### config.mk
export PLATFORM = sky130hd
export DESIGN_NAME = dual_tone_wavetable_synth_unit
export DESIGN_NICKNAME = d
export VERILOG_FILES = /design/src/design/dtws_pkg.sv /design/src/design/dtws_front.sv /design/src/design/dtws_fifo.sv /design/src/design/dtws_back.sv /design/src/design/dual_tone_wavetable_synth_unit.sv
export SDC_FILE = /design/constraint.sdc
export NUM_CORES = 2
export LEC_CHECK = 0
export ABC_AREA = 1
export BUFFER_PORTS_ARGS = -buffer_cell sky130_fd_sc_hd__buf_4
export CAP_MARGIN = 20
export CORE_MARGIN = 1
export CORE_UTILIZATION = 40
export CTS_CLUSTER_DIAMETER = 100
export DETAILED_ROUTE_END_ITERATION = 10
export GPL_ROUTABILITY_DRIVEN = 0
export GPL_TIMING_DRIVEN = 0
export PLACE_DENSITY = 0.6
export SYNTH_ARGS = -nofsm -noshare
export SYNTH_HDL_FRONTEND = slang
export SYNTH_HIERARCHICAL = 1
export SYNTH_SLANG_ARGS = --single-unit
### constraint.sdc
create_clock -name clk -period 21 [get_ports clk]
set_input_delay 0 -clock clk [delete_from_list [all_inputs] [get_ports clk]]
set_output_delay 0 -clock clk [all_outputs]
set_load 0.02 [all_outputs]
### src/design/dtws_pkg.sv
// ----------------------------------------------------------------------------
// Dual-tone synthesiser package
// Shared widths, constants, the word types passed between the front end, the
// queue and the back end, and the quarter-wave sine table built at elaboration.
// ----------------------------------------------------------------------------
package dtws_pkg;

	// Wave table geometry and phase format (10.16 fixed point).
	localparam int TABLE_LEN = 1000;
	localparam int IDX_W     = $clog2(TABLE_LEN);
	localparam int FRAC_W    = 16;
	localparam int PHASE_W   = IDX_W + FRAC_W;

	// Field widths of the ports.
	localparam int STEP_W      = 26;
	localparam int VOLUME_W    = 12;
	localparam int PWM_W       = 12;
	localparam int CFG_INDEX_W = 1;
	localparam int CFG_DATA_W  = STEP_W;

	// Register indexes.
	localparam logic [CFG_INDEX_W-1:0] REG_PHASE_STEP_A = CFG_INDEX_W'(0);
	localparam logic [CFG_INDEX_W-1:0] REG_PHASE_STEP_B = CFG_INDEX_W'(1);

	// One full turn of the phase, and the width used to clamp a written step.
	localparam logic [PHASE_W:0] PHASE_LIMIT = (PHASE_W+1)'(64'(TABLE_LEN) << FRAC_W);
	localparam int CLAMP_W = (STEP_W > PHASE_W + 1) ? STEP_W : PHASE_W + 1;

	// Quarter-wave table: magnitudes only repeat at this granularity.
	localparam int QSHIFT  = (TABLE_LEN % 4 == 0) ? 2 : ((TABLE_LEN % 2 == 0) ? 1 : 0);
	localparam int QSTEP   = 1 << QSHIFT;
	localparam int QDEPTH  = TABLE_LEN / QSTEP + 1;
	localparam int QIDX_W  = $clog2(QDEPTH);

	// Datapath widths and output scaling.
	localparam int MAG_W      = 15;
	localparam int SAMPLE_W   = 16;
	localparam int MIX_W      = SAMPLE_W + 1;
	localparam int PROD_W     = MIX_W + VOLUME_W + 1;
	localparam int OUT_SHIFT  = 18;
	localparam int PWM_OFFSET = 1200;

	// Queue between front and back end.
	localparam int FIFO_DEPTH = 4;
	localparam int FIFO_PTR_W = $clog2(FIFO_DEPTH);

	// One queued tick: both table indexes and the volume that goes with them.
	typedef struct packed {
		logic [IDX_W-1:0]    idx_a;
		logic [IDX_W-1:0]    idx_b;
		logic [VOLUME_W-1:0] volume;
	} tick_t;

	// A table index folded onto the first quadrant.
	typedef struct packed {
		logic [QIDX_W-1:0] qidx;
		logic              neg;
	} fold_t;

	typedef logic [MAG_W-1:0] quarter_rom_t [QDEPTH];

	localparam longint unsigned PI_HALF_Q30 = 64'd1686629713;
	localparam longint unsigned TAYLOR_DIV [1:7] = '{64'd6, 64'd20, 64'd42, 64'd72,
		64'd110, 64'd156, 64'd210};

	// Q15 magnitude of the sine at angle rem/TABLE_LEN of a quarter turn,
	// truncated toward zero, from a Q30 Taylor series.
	function automatic logic [MAG_W-1:0] quarter_mag(input int unsigned rem);
		longint unsigned theta;
		longint unsigned x2;
		longint unsigned term;
		longint unsigned s;
		longint          sum;
		if (rem == 0) begin
			return '0;
		end
		if (rem == TABLE_LEN) begin
			return MAG_W'(32767);
		end
		theta = (PI_HALF_Q30 * 64'(rem)) / TABLE_LEN;
		x2    = (theta * theta) >> 30;
		term  = theta;
		sum   = longint'(theta);
		for (int k = 1; k <= 7; k++) begin
			term = ((term * x2) >> 30) / TAYLOR_DIV[k];
			if (k % 2 == 1) begin
				sum = sum - longint'(term);
			end else begin
				sum = sum + longint'(term);
			end
		end
		if (sum < 0) begin
			sum = 0;
		end
		if (sum > (longint'(1) << 30)) begin
			sum = longint'(1) << 30;
		end
		s = longint'(unsigned'(sum));
		return MAG_W'((64'd32767 * s) >> 30);
	endfunction

	function automatic quarter_rom_t build_quarter_rom();
		quarter_rom_t rom;
		for (int j = 0; j < QDEPTH; j++) begin
			rom[j] = quarter_mag(j * QSTEP);
		end
		return rom;
	endfunction

	localparam quarter_rom_t QUARTER_ROM = build_quarter_rom();

endpackage

### src/design/dtws_front.sv
// ----------------------------------------------------------------------------
// Dual-tone synthesiser front end
// Holds the phase steps and accumulators, advances both phases on each tick
// accepted with no register write, and queues the table indexes and volume.
// ----------------------------------------------------------------------------
module dtws_front (
	input  logic                               clk,
	input  logic                               arst_n,
	input  logic                               cfg_wr_en,
	input  logic [dtws_pkg::CFG_INDEX_W-1:0]   cfg_index,
	input  logic [dtws_pkg::CFG_DATA_W-1:0]    cfg_data,
	input  logic                               tick_valid,
	output logic                               tick_ready,
	input  logic [dtws_pkg::VOLUME_W-1:0]      volume,
	input  logic                               fifo_full,
	output logic                               fifo_push,
	output dtws_pkg::tick_t                    fifo_data
);
	import dtws_pkg::*;

	logic [PHASE_W-1:0] step_a_q, step_b_q;
	logic [PHASE_W-1:0] phase_a_q, phase_b_q;
	logic [PHASE_W-1:0] next_a, next_b;
	logic [PHASE_W-1:0] step_clamped;
	logic [CLAMP_W-1:0] data_wide;

	function automatic logic [PHASE_W-1:0] advance(input logic [PHASE_W-1:0] phase,
		input logic [PHASE_W-1:0] step);
		logic [PHASE_W:0] sum;
		sum = {1'b0, phase} + {1'b0, step};
		if (sum >= PHASE_LIMIT) begin
			sum = sum - PHASE_LIMIT;
		end
		return sum[PHASE_W-1:0];
	endfunction

	// A step of a full turn or more is held just below it.
	always_comb begin
		data_wide = CLAMP_W'(cfg_data);
		if (data_wide >= CLAMP_W'(PHASE_LIMIT)) begin
			step_clamped = PHASE_W'(PHASE_LIMIT - 1'b1);
		end else begin
			step_clamped = PHASE_W'(data_wide);
		end
	end

	assign next_a     = advance(phase_a_q, step_a_q);
	assign next_b     = advance(phase_b_q, step_b_q);
	assign tick_ready = !fifo_full;
	assign fifo_push  = tick_valid && !fifo_full;

	assign fifo_data.idx_a  = next_a[PHASE_W-1:FRAC_W];
	assign fifo_data.idx_b  = next_b[PHASE_W-1:FRAC_W];
	assign fifo_data.volume = volume;

	always_ff @(posedge clk or negedge arst_n) begin
		if (!arst_n) begin
			step_a_q  <= '0;
			step_b_q  <= '0;
			phase_a_q <= '0;
			phase_b_q <= '0;
		end else if (cfg_wr_en) begin
			case (cfg_index)
				REG_PHASE_STEP_A: begin
					step_a_q <= step_clamped;
					if (step_clamped == '0) begin
						phase_a_q <= '0;
					end
				end
				REG_PHASE_STEP_B: begin
					step_b_q <= step_clamped;
					if (step_clamped == '0) begin
						phase_b_q <= '0;
					end
				end
				default: begin
				end
			endcase
		end else if (fifo_push) begin
			phase_a_q <= next_a;
			phase_b_q <= next_b;
		end
	end

endmodule

### src/design/dtws_fifo.sv
// ----------------------------------------------------------------------------
// Dual-tone synthesiser tick queue
// Short register queue that lets the front and back ends stall on their own.
// ----------------------------------------------------------------------------
module dtws_fifo (
	input  logic            clk,
	input  logic            arst_n,
	input  logic            push,
	input  dtws_pkg::tick_t push_data,
	output logic            full,
	input  logic            pop,
	output dtws_pkg::tick_t pop_data,
	output logic            empty
);
	import dtws_pkg::*;

	tick_t                mem_q [FIFO_DEPTH];
	logic [FIFO_PTR_W-1:0] wr_ptr_q, rd_ptr_q;
	logic [FIFO_PTR_W:0]   count_q;

	assign full     = (count_q == (FIFO_PTR_W+1)'(FIFO_DEPTH));
	assign empty    = (count_q == '0);
	assign pop_data = mem_q[rd_ptr_q];

	always_ff @(posedge clk) begin
		if (push) begin
			mem_q[wr_ptr_q] <= push_data;
		end
	end

	always_ff @(posedge clk or negedge arst_n) begin
		if (!arst_n) begin
			wr_ptr_q <= '0;
			rd_ptr_q <= '0;
			count_q  <= '0;
		end else begin
			if (push) begin
				wr_ptr_q <= wr_ptr_q + 1'b1;
			end
			if (pop) begin
				rd_ptr_q <= rd_ptr_q + 1'b1;
			end
			if (push && !pop) begin
				count_q <= count_q + 1'b1;
			end else if (pop && !push) begin
				count_q <= count_q - 1'b1;
			end
		end
	end

endmodule

### src/design/dtws_back.sv
// ----------------------------------------------------------------------------
// Dual-tone synthesiser back end
// Folds the indexes onto a quarter wave, looks up both samples, mixes and
// scales them by the volume and holds the compare value in an output register.
// ----------------------------------------------------------------------------
module dtws_back (
	input  logic                          clk,
	input  logic                          arst_n,
	input  logic                          fifo_empty,
	input  dtws_pkg::tick_t               fifo_data,
	output logic                          fifo_pop,
	output logic                          sample_valid,
	input  logic                          sample_ready,
	output logic [dtws_pkg::PWM_W-1:0]    pwm_compare
);
	import dtws_pkg::*;

	localparam logic [IDX_W+1:0] QUAD_1 = (IDX_W+2)'(TABLE_LEN);
	localparam logic [IDX_W+1:0] QUAD_2 = (IDX_W+2)'(2 * TABLE_LEN);
	localparam logic [IDX_W+1:0] QUAD_3 = (IDX_W+2)'(3 * TABLE_LEN);

	logic                       en;
	logic                       valid_s1, valid_s2, valid_s3, valid_q;
	fold_t                      fold_a_s1, fold_b_s1;
	logic [VOLUME_W-1:0]        vol_s1, vol_s2;
	logic signed [SAMPLE_W-1:0] samp_a_s2, samp_b_s2;
	logic signed [PROD_W-1:0]   prod_s3;
	logic [PWM_W-1:0]           pwm_q;
	logic signed [MIX_W-1:0]    mix;
	logic signed [SAMPLE_W-1:0] samp_a, samp_b;

	function automatic fold_t fold_index(input logic [IDX_W-1:0] idx);
		logic [IDX_W+1:0] x4;
		logic [IDX_W+1:0] rem;
		logic [1:0]       quad;
		fold_t            f;
		x4 = {idx, 2'b00};
		if (x4 >= QUAD_3) begin
			quad = 2'd3;
			rem  = x4 - QUAD_3;
		end else if (x4 >= QUAD_2) begin
			quad = 2'd2;
			rem  = x4 - QUAD_2;
		end else if (x4 >= QUAD_1) begin
			quad = 2'd1;
			rem  = x4 - QUAD_1;
		end else begin
			quad = 2'd0;
			rem  = x4;
		end
		// Falling quarters run the table backwards.
		if (quad[0]) begin
			rem = QUAD_1 - rem;
		end
		f.qidx = QIDX_W'(rem >> QSHIFT);
		f.neg  = quad[1];
		return f;
	endfunction

	function automatic logic signed [SAMPLE_W-1:0] lookup(input fold_t f);
		logic signed [SAMPLE_W-1:0] mag;
		mag = $signed({1'b0, QUARTER_ROM[f.qidx]});
		return f.neg ? -mag : mag;
	endfunction

	// The whole pipe moves whenever the output register is free or being taken.
	assign en           = !valid_q || sample_ready;
	assign fifo_pop     = en && !fifo_empty;
	assign sample_valid = valid_q;
	assign pwm_compare  = pwm_q;

	assign samp_a = lookup(fold_a_s1);
	assign samp_b = lookup(fold_b_s1);
	assign mix    = MIX_W'(samp_a_s2) + MIX_W'(samp_b_s2);

	always_ff @(posedge clk or negedge arst_n) begin
		if (!arst_n) begin
			valid_s1 <= 1'b0;
			valid_s2 <= 1'b0;
			valid_s3 <= 1'b0;
			valid_q  <= 1'b0;
		end else if (en) begin
			valid_s1 <= !fifo_empty;
			valid_s2 <= valid_s1;
			valid_s3 <= valid_s2;
			valid_q  <= valid_s3;
		end
	end

	always_ff @(posedge clk) begin
		if (en) begin
			fold_a_s1 <= fold_index(fifo_data.idx_a);
			fold_b_s1 <= fold_index(fifo_data.idx_b);
			vol_s1    <= fifo_data.volume;
			samp_a_s2 <= samp_a;
			samp_b_s2 <= samp_b;
			vol_s2    <= vol_s1;
			prod_s3   <= PROD_W'(mix) * PROD_W'($signed({1'b0, vol_s2}));
			pwm_q     <= PWM_W'(prod_s3 >>> OUT_SHIFT) + PWM_W'(PWM_OFFSET);
		end
	end

endmodule

### src/design/dual_tone_wavetable_synth_unit.sv
// ----------------------------------------------------------------------------
// Dual-tone wavetable synthesiser
// Two 10.16 phase accumulators drive a shared sine table; the mixed samples
// are scaled by the volume and offset to give a PWM compare value.
// ----------------------------------------------------------------------------

// Each word accepted on the tick channel is one sample tick carrying the
// current volume, and it produces exactly one compare value on the sample
// channel, in order. The block takes one word per cycle for as long as the
// sample side keeps up; the rate is set by the single multiplier stage of
// the back end, which like every other stage handles one word a cycle. A
// compare value passes through the four-word queue, then the quadrant fold,
// the table lookup, the mix-and-multiply and the output register. The queue
// lets ticks keep arriving for four more words while the sample side stalls.
// The phase steps are to be written through the configuration port only
// while no tick is in flight; the block itself does not enforce this. A step
// of one full turn or more is held just below a turn, and writing a zero
// step also clears that tone's phase. There is no clearing pass after reset:
// the sine table is a constant quarter-wave table.
module dual_tone_wavetable_synth_unit (
	input  logic                             clk,
	input  logic                             arst_n,
	input  logic                             cfg_wr_en,
	input  logic [dtws_pkg::CFG_INDEX_W-1:0] cfg_index,
	input  logic [dtws_pkg::CFG_DATA_W-1:0]  cfg_data,
	input  logic                             tick_valid,
	output logic                             tick_ready,
	input  logic [dtws_pkg::VOLUME_W-1:0]    volume,
	output logic                             sample_valid,
	input  logic                             sample_ready,
	output logic [dtws_pkg::PWM_W-1:0]       pwm_compare
);
	import dtws_pkg::*;

	// Queue wiring between the front end and the back end.
	tick_t push_data, pop_data;
	logic  push, pop, full, empty;

	// The front end advances the phases and queues the table indexes.
	dtws_front u_front (
		.clk        (clk),
		.arst_n     (arst_n),
		.cfg_wr_en  (cfg_wr_en),
		.cfg_index  (cfg_index),
		.cfg_data   (cfg_data),
		.tick_valid (tick_valid),
		.tick_ready (tick_ready),
		.volume     (volume),
		.fifo_full  (full),
		.fifo_push  (push),
		.fifo_data  (push_data)
	);

	dtws_fifo u_fifo (
		.clk       (clk),
		.arst_n    (arst_n),
		.push      (push),
		.push_data (push_data),
		.full      (full),
		.pop       (pop),
		.pop_data  (pop_data),
		.empty     (empty)
	);

	// The back end turns queued indexes into scaled compare values.
	dtws_back u_back (
		.clk          (clk),
		.arst_n       (arst_n),
		.fifo_empty   (empty),
		.fifo_data    (pop_data),
		.fifo_pop     (pop),
		.sample_valid (sample_valid),
		.sample_ready (sample_ready),
		.pwm_compare  (pwm_compare)
	);

endmodule

==> metrics <==
share of cells above drive strength 1 0.08194; total clock sinks 341; via/cell ratio roughly 5.4; post-CTS setup buffers 0; multi-input logic area 22,220 sq um; worst path arrival time 7.84 ns; clk buf depth 3; Critical Path Start Type register; grt ovf 0; share of flip-flops with an asynchronous set or reset 0.3372; port bufs 45; Synth Instances 5,013; Final ANT Viol Nets 0; Worst-path clk slew about 0.060 ns; Clock Latency Late Sink 0.60 ns; core footprint approximately 89,000 sq um; Slew HR 0.3516; max-slew violation count 0; setup TNS 0 ns; Layout area overhead 10.43%; Crit Path Max Fanout 10; DRT iter0 DRCs ~4,400; Max H-tree Level 2; CTS buffer count 40; pre-CTS WS 13.43 ns; wire per inst 18.19 microns; Finished Cell Area between 30,000 and 40,000 sq um; Post-DP Area 37,650 sq um; Placed Cells 6,225; global-route wire length before repair 180,700 microns; FF-to-FF setup slack 13.45 ns; DR pass1 iterations 11; final non-filler cell total between 6,000 and 7,000; CP max-delay cell fa_1; Die Y 301.1 microns; RSZ-0062 raised after global routing false; Fin Clk Skew roughly 0.057 ns; final worst path period share 0.3595; worst path required time ~21 ns; largest net degree at the start of global routing 61; sequential-to-total area share from yosys stat 0.2700; die area around 91,000 sq um; # resized after CTS 0; post-detail-place hpwl 87,000 microns; Yosys reg bits around 340; most frequently used flop master after synthesis edfxtp_1; number of synthesized flops with an enable pin 226; clock root buffer master clkbuf_16; Final setup viols 0; YS warnings 6; final WL 115,500 microns; clock tree from TritonCTS built; FF/Latch Area 9664 sq um; average cell area after synthesis approximately 7.1 sq um; status finished with violations; initial core utilization 0.4043; FP Rows around 110; failing checks DRC; Top cell by count, worst path inv_1; worst min path class in2reg; number of global-route vias before repair 32,550; maxcap violations 0; initial antenna violation count 2; Mapped Area 35,790 sq um; Period minus WS final 7.550 ns; global-route usage over all layers 0.2545; Critical Path End Type register; final count of hold timing violations 0; IO Count 58; nets between 5,000 and 6,000; Syn Nets 5,483; filler instances 9,057; vias 34,020; Die Span X 301.1 microns; Achievable Freq roughly 0.13 GHz; final setup margin 13.45 ns; CP Class reg2reg; Cell variety after synth 60; worst-margin pin slew 0.9726 ns; DRC 31; crit-path max cell delay 0.79 ns
## cells in the mapped netlist (19+ instances only)
library cell	count	area [sq um]
nand4_1	57	356.6
nand3_1	302	1511
buf_4	40	300.3
a21oi_1	189	945.9
nor3_1	19	95.09
o21ai_1	31	155.2
xor2_1	79	691.9
inv_2	24	90.09
nand2_1	1657	6220
o211ai_1	83	623.1
buf_2	63	315.3
or2_2	32	200.2
nor2_1	369	1385
xnor2_1	46	402.9
edfxtp_1	226	6787
ha_1	231	2890
a31oi_1	33	206.5
fa_1	195	3904
nand2_2	57	356.6
inv_1	739	2774
o21ai_0	177	885.9
clkbuf_1	48	180.2
dfrtp_1	115	2878
nor2_2	27	168.9
## critical path: cells and delay by family (launching register included)
kind                     cells  cell delay, ns
XOR/XNOR                     1            0.12
flip-flops                   1            0.44
buffers and inverters        9            0.96
AO/OA/AOI/OAI                2            0.59
adder cells (fa/ha/maj)      8            3.76
AND/OR/NAND/NOR             11            1.42
## per-layer routing
| metal | wire length, microns | share of wire | vias up | GRT usage |
|---|---|---|---|---|
| li1 | - | - | 16150 | - |
| met1 | 46910 | 0.41 | 15540 | 0.3233 |
| met2 | 50780 | 0.44 | 1818 | 0.4073 |
| met3 | 11640 | 0.10 | 508 | 0.06729 |
| met4 | 6188 | 0.054 | 2 | 0.1074 |
| met5 | 16 | 0.00014 | - | 0.004233 |
## state kept, by name, summed over array words and instances, names as in the netlist, 16 cells and up
name,count
u_fifo/mem_q,128
u_front/phase_a_q,26
u_front/phase_b_q,26
u_front/step_a_q,26
u_front/step_b_q,26
u_back/samp_a_s2,16
u_back/samp_b_s2,16
## layout make-up
cell class	count	area share
clock inverters	22	0.006522
flip-flops and latches	341	0.2445
clock buffers	51	0.02688
well taps	1165	0.03688
diodes	1	0.00006332
repair buffers	101	0.02403
plain buffers	176	0.02549
inverters	770	0.07338
multi-input cells	3726	0.5622
## worst paths after layout
check	from	end	cells after the start
max	u_back/samp_b_s2[0]$_DFFE_PN_	u_back/prod_s3[23]$_DFFE_PN_	31
min	volume[11]	u_fifo/mem_q[3][11]$_DFFE_PP_	2
max reg2reg	u_back/samp_b_s2[0]$_DFFE_PN_	u_back/prod_s3[23]$_DFFE_PN_	31
min reg2reg	u_back/prod_s3[21]$_DFFE_PN_	u_back/pwm_compare[3]$_DFFE_PN_	0
max in group asynchronous	arst_n	u_front/phase_b_q[22]$_DFFE_PN0P_	4
min in group asynchronous	arst_n	u_front/step_b_q[15]$_DFFE_PN0P_	4
## what timing repair did
item	4_1_cts	5_1_grt
setup endpoints to repair	0	0
hold endpoints to repair	219	0
hold buffers	53	0
## stage by stage
stage | hold WS (ns) | utilization
2_1_floorplan | -0.2956 | -
4_1_cts | 0.1594 | 0.4464
5_1_grt | 0.1741 | 0.4465
3_5_place_dp | 0.01792 | 0.4253
6_report | 0.1778 | 0.4465
3_3_place_gp | 0.2032 | 0.4246
## placed cells by master (no fill, tap or decap), types with 6 or more instances in the layout
cell              n
nand3_1         302
nor2_1          369
buf_4            84
xor2_1           79
o21ai_1          31
o211ai_1         83
nor3_1           19
nand3b_1         16
buf_6            16
xnor2_1          46
nand3_2          10
o22ai_1          13
nor2_4           11
nand4_1          57
buf_1             8
o21a_1            6
buf_2            63
edfxtp_1        226
dfrtp_1         115
nor2_2           27
and2_1           14
ha_1            231
clkbuf_1         57
nand2_4           8
nand2_2          57
dlygate4sd3_1    52
clkbuf_16        40
nand2_1        1657
fa_1            195
inv_2            28
nor4_1            7
inv_1           734
or2_2            32
a21oi_1         189
o21ai_0         177
a31oi_1          33
clkinv_1          9
o21bai_1          6
## cells by family (layout without fill, tap and decap cells)
group           Yosys count  count (layout)  share of synthesized area
fa+ha+maj               426             426                     0.1898
flops                   341             341                     0.2700
mux                       1               1                  0.0002797
buf+inv                 946            1120                     0.1091
xor+xnor                125             125                    0.03059
other cells               0               1                          0
simple gates           2599            2599                     0.3074
compound gates          575             575                    0.09272
Power is left out: the tool's default activity adds up to more than one toggle a clock period on the data nets, which glitch-free logic cannot reach.
